<file path="src/hdl/depth_tested_framebuffer_top_defines.svh">
// Assertion macros used by the framebuffer controller RTL.
`ifndef DEPTH_TESTED_FRAMEBUFFER_TOP_DEFINES_SVH
`define DEPTH_TESTED_FRAMEBUFFER_TOP_DEFINES_SVH

`ifndef SYNTHESIS
// Checked every clock edge, ignored while reset is asserted.
`define DTFB_ASSERT(lbl, prop, msg) \
    lbl: assert property (@(posedge i_clk) disable iff (!i_rst_n) prop) else $error(msg);
// Checked every clock edge, reset included.
`define DTFB_ASSERT_ALWAYS(lbl, prop, msg) \
    lbl: assert property (@(posedge i_clk) prop) else $error(msg);
`else
`define DTFB_ASSERT(lbl, prop, msg)
`define DTFB_ASSERT_ALWAYS(lbl, prop, msg)
`endif

`endif

</file>
<file path="src/hdl/dtfb_pkg.sv">
`timescale 1ns / 1ps
`default_nettype none
package dtfb_pkg;

    localparam int MAX_WIDTH_DEF  = 256;
    localparam int MAX_HEIGHT_DEF = 256;
    localparam int DIM_RESET      = 256;

    localparam logic [31:0] DEPTH_INF = 32'h7F80_0000;

    localparam logic [2:0] K_CLEAR_ALL   = 3'd0;
    localparam logic [2:0] K_CLEAR_DEPTH = 3'd1;
    localparam logic [2:0] K_PLAIN_WR    = 3'd2;
    localparam logic [2:0] K_TESTED_WR   = 3'd3;
    localparam logic [2:0] K_READ        = 3'd4;

    localparam logic REG_WIDTH  = 1'b0;
    localparam logic REG_HEIGHT = 1'b1;

    typedef struct packed {
        logic latch;
        logic calc;
        logic acc;
        logic cmp;
        logic sweep_init;
        logic sweep_item;
        logic load_out;
    } t_cmd;

    typedef struct packed {
        logic is_clear;
        logic sweep_last;
        logic out_free;
    } t_status;

    function automatic logic f_is_nan(input logic [31:0] b);
        return (b[30:23] == 8'hFF) && (b[22:0] != 23'd0);
    endfunction

    function automatic logic f_is_finite(input logic [31:0] b);
        return b[30:23] != 8'hFF;
    endfunction

    // Monotone key for non-NaN singles, -0 folded onto +0.
    function automatic logic [31:0] f_key(input logic [31:0] b);
        logic [31:0] v;
        v = (b[30:0] == 31'd0) ? 32'd0 : b;
        return v[31] ? ~v : (v | 32'h8000_0000);
    endfunction

endpackage
`default_nettype wire

</file>
<file path="src/hdl/dtfb_ctrl.sv">
`timescale 1ns / 1ps
`default_nettype none
`include "depth_tested_framebuffer_top_defines.svh"
module dtfb_ctrl
    import dtfb_pkg::*;
(
    input  wire logic    i_clk,
    input  wire logic    i_rst_n,
    input  wire logic    i_valid,
    output logic         o_stall,
    input  wire t_status i_st,
    output t_cmd         o_cmd
);
    localparam logic [2:0] S_INIT = 3'd0;
    localparam logic [2:0] S_IDLE = 3'd1;
    localparam logic [2:0] S_ADDR = 3'd2;
    localparam logic [2:0] S_ACC  = 3'd3;
    localparam logic [2:0] S_CMP  = 3'd4;
    localparam logic [2:0] S_CLR  = 3'd5;
    localparam logic [2:0] S_RES  = 3'd6;

    logic [2:0] r_state, n_state;

    always_ff @(posedge i_clk) begin
        if (!i_rst_n) begin
            r_state <= S_INIT;
        end else begin
            r_state <= n_state;
        end
    end

    assign o_stall = (r_state != S_IDLE);

    always_comb begin
        n_state = r_state;
        o_cmd   = '0;
        unique case (r_state)
            S_INIT: begin
                o_cmd.sweep_init = 1'b1;
                if (i_st.sweep_last) n_state = S_IDLE;
            end
            S_IDLE: begin
                if (i_valid) begin
                    o_cmd.latch = 1'b1;
                    n_state     = S_ADDR;
                end
            end
            S_ADDR: begin
                o_cmd.calc = 1'b1;
                n_state    = i_st.is_clear ? S_CLR : S_ACC;
            end
            S_ACC: begin
                o_cmd.acc = 1'b1;
                n_state   = S_CMP;
            end
            S_CMP: begin
                o_cmd.cmp = 1'b1;
                n_state   = S_RES;
            end
            S_CLR: begin
                o_cmd.sweep_item = 1'b1;
                if (i_st.sweep_last) n_state = S_RES;
            end
            S_RES: begin
                if (i_st.out_free) begin
                    o_cmd.load_out = 1'b1;
                    n_state        = S_IDLE;
                end
            end
            default: n_state = S_INIT;
        endcase
    end

    `DTFB_ASSERT(a_cmd_excl, $onehot0(o_cmd), "more than one datapath command")
    `DTFB_ASSERT(a_load_free, o_cmd.load_out |-> i_st.out_free, "result loaded over a pending one")
    `DTFB_ASSERT(a_sweep_end, (o_cmd.sweep_item && i_st.sweep_last) |=> (r_state == S_RES), "clear did not end in result")
    `DTFB_ASSERT(a_accept_addr, o_cmd.latch |=> (r_state == S_ADDR), "accepted word not decoded")
endmodule
`default_nettype wire

</file>
<file path="config.mk">
export PLATFORM = sky130hd
export DESIGN_NAME = dtfb_ctrl
export DESIGN_NICKNAME = d
export VERILOG_FILES = /design/src/hdl/dtfb_pkg.sv /design/src/hdl/dtfb_ctrl.sv
export VERILOG_INCLUDE_DIRS = /design/src /design/src/hdl
export SDC_FILE = /design/constraint.sdc
export NUM_CORES = 1
export LEC_CHECK = 0
export ABC_AREA = 1
export BUFFER_PORTS_ARGS = -buffer_cell sky130_fd_sc_hd__buf_2
export CORE_AREA = 4 4 41 43
export DETAILED_ROUTE_END_ITERATION = 16
export DIE_AREA = 0 0 45 47
export PLACE_DENSITY_LB_ADDON = 0.1
export SLEW_MARGIN = 20
export SYNTH_ARGS = -nofsm -noshare
export SYNTH_HDL_FRONTEND = slang
export SYNTH_SLANG_ARGS = --single-unit
</file>
<file path="constraint.sdc">
create_clock -name i_clk -period 1.1 [get_ports i_clk]
set_clock_uncertainty 0.05 [all_clocks]
set_input_delay 0.055 -clock i_clk [delete_from_list [all_inputs] [get_ports i_clk]]
set_output_delay 0.055 -clock i_clk [all_outputs]
set_load 0.05 [all_outputs]
</file>
==> impl_summary.log <==
[metrics] effective utilization at floorplan: a little over a fifth
[metrics] cell accounting for the most synthesized area: dfxtp_1
[metrics] clock tree from TritonCTS: built
[metrics] Power Density: 2136 nW/um^2
[metrics] standard-cell rows: 13
[metrics] critical path class: register to output pin
[metrics] sequential cell area fraction in the yosys report: 21.24%
[metrics] input/output buffers: 13
[metrics] post-synth design cell area: 282.8 um^2
[metrics] flip-flop and latch count after synthesis: 3
[metrics] relative slew slack: 83.96%
[metrics] Max H-tree Level: 1
[metrics] required time of the critical path: 1000 ps
[metrics] Detail Route met2 WL: 458 um
[metrics] number of antenna violations at the first check in global routing: 0
[metrics] path type of the worst min-delay path: input pin to register
[metrics] most common cell after layout, fill and taps aside: buf_6
[metrics] post-route met1 wirelength: 342 um
[metrics] final setup fails: 10
[metrics] worst-path fanout max: 6
[metrics] final core utilization: 46.54%
[metrics] fraction of final layout cells with drive strength greater than 1: roughly two thirds
[metrics] global-route wire length before repair: 1421 um
[metrics] clock tree root driver cell: clkbuf_4
[metrics] Final Cycle Share: 108.5%
[metrics] remaining global-route overflow: 0
[metrics] number of distinct library cells after synthesis: 16
[metrics] height of the die: 47 um
[metrics] Met3 Wirelength: 52 um
[metrics] Net Count, Synth: 51
[metrics] relative area change from synthesis to final layout: 114.2%
[metrics] unrepaired setup endpoints after global routing: true
[metrics] vias in the first global route: 339
[metrics] number of iterations in the first detailed-routing pass: 2
[metrics] Vias per Instance: roughly 4.0
[metrics] synthesized area per cell: 6.284 um^2
[metrics] Post-DP Area: 474.2 um^2
[metrics] startpoint class of the critical path: register
[metrics] most used cells in the layout excluding fill and tap cells: buf_6, inv_1, buf_4
[metrics] Final WS setup: -93.81 ps
[metrics] biggest regs: r_state (3)
[metrics] Layout Cells excl Fill: 86
[metrics] overall track demand over capacity in global routing: 9.077%
[metrics] antenna fix cells: 0
[metrics] Most flops, register: r_state
[metrics] Leakage Power: 0.2875 nW
[metrics] cell count after synthesis: between 40 and 50
[metrics] clock latency on the worst-skew pair: around 230 ps
[metrics] Max Clk Rate: 0.8377 GHz
[metrics] area fraction of the dominant cell type after synthesis: 21.24%
[metrics] final number of hold-violating endpoints: 0
[metrics] cell count after placement: 80
[metrics] Clock Path Buffers: 2
[metrics] via count: between 300 and 400
[metrics] failing checks: setup timing
[metrics] warnings from Yosys: 0
[metrics] Final #Nets: 78
[metrics] largest net degree at the start of global routing: 7
[metrics] setup TNS after final layout: -468.3 ps
[metrics] placeable core region: about 1300 um^2
[metrics] fin area: 605.6 um^2
[metrics] floorplan die width: ~45 um
[metrics] clock sinks: 3
[metrics] leading cell types by total area after synthesis: dfxtp_1, nor2_4, nand3_1, inv_1, nand2_1
[metrics] pre-CTS WS: -7.829 ps
[metrics] Design Power: 1.294 mW
[metrics] critical path endpoint category: output pin
[metrics] highest signal layer in the routed design: met3
[metrics] Post-CTS Hold Buffers: 0
[metrics] min cycle time layout: 1194 ps
[metrics] cts bufs inserted: 3
[metrics] result of the run: finished with violations
[metrics] Detailed Route Iter0 Violations: 4
[metrics] CP Data Arrival Time: roughly 1100 ps
[metrics] Final ANT Viol Nets: 0
[metrics] Clk pin slew, worst setup/hold paths: 40 ps
[metrics] worst hold slack after final layout: ~29 ps
[metrics] area of the die: 2115 um^2
[metrics] routed wirelength normalized by instance count: about 9.9 um
[metrics] post-detailed-routing wire length: 854 um
[metrics] num ports: 14
[metrics] total count of max-transition violations in the final report: 0
[metrics] Residual DRC: 0
[metrics] final HPWL from detailed placement: 655.3 um
[metrics] placer's final routability congestion estimate: 0.6618
[metrics] Max VDD drop: 0.8748 mV
[metrics] total of max-cap violations: 0
[metrics] Worst Max-Slew Pin Slew: 238.1 ps
[metrics] max reg flops: 3
## Yosys cell counts (all sizes together)
library cell   n
nand2          7
nand3          8
o21ai          2
nor3           1
dfxtp          3
nand4          1
or2            1
nor2           8
inv           11
a21oi          3
## layout make-up
type | count | area [um^2]
clock buffer | 4 | 26.28
fill | 141 | 695.7
inverter | 11 | 48.80
multi-input combinational | 31 | 246.5
sequential | 3 | 71.32
tap | 15 | 18.77
timing repair buffer | 22 | 193.9
## power breakdown
| part | internal [mW] | total, mW | switching, mW |
|---|---|---|---|
| clock | 0.136 | 0.194 | 0.0585 |
| combinational | 0.368 | 0.879 | 0.511 |
| sequential | 0.151 | 0.220 | 0.0695 |
| total | 0.655 | 1.29 | 0.639 |
## worst max-delay path, stage by stage (launching register included)
cell,delay (ps)
dfxtp_4,370
inv_2,100
nand3_4,110
buf_6,140
buf_8,140
## final timing paths
path                                               from                 endpoint  slack (ps)  depth (start not counted)
worst min-delay path                            i_rst_n  r_state[2]$_SDFFE_PN0P_          30                          3
worst max register to register  r_state[1]$_SDFFE_PN0P_  r_state[2]$_SDFFE_PN0P_         -20                          7
worst min register to register  r_state[2]$_SDFFE_PN0P_  r_state[2]$_SDFFE_PN0P_         490                          2
worst max-delay path            r_state[1]$_SDFFE_PN0P_                  o_stall         -90                          4
## logic make-up (layout without fill, tap and decap cells)
family,Yosys count,count (layout),synth area share [%]
AND/OR/NAND/NOR,26,26,52.66
flip-flops,3,3,21.24
AO/OA/AOI/OAI,5,5,11.50
buffers and inverters,11,37,14.60
## routing by layer
metal  vias to the layer above  global-route usage (%)
met5                         -                       0
met4                         0                   3.509
met3                         0                   2.682
met2                         9                   15.54
met1                       144                   10.66
li1                        195                       -
## what timing repair did
item | 4_1_cts | 5_1_grt
endpoints found under the setup margin | 10 | 11
setup buffers | 0 | 2
resized for setup | 17 | 8
pin swaps | 1 | 1
Note: power is estimated with default switching activity, not from simulation.
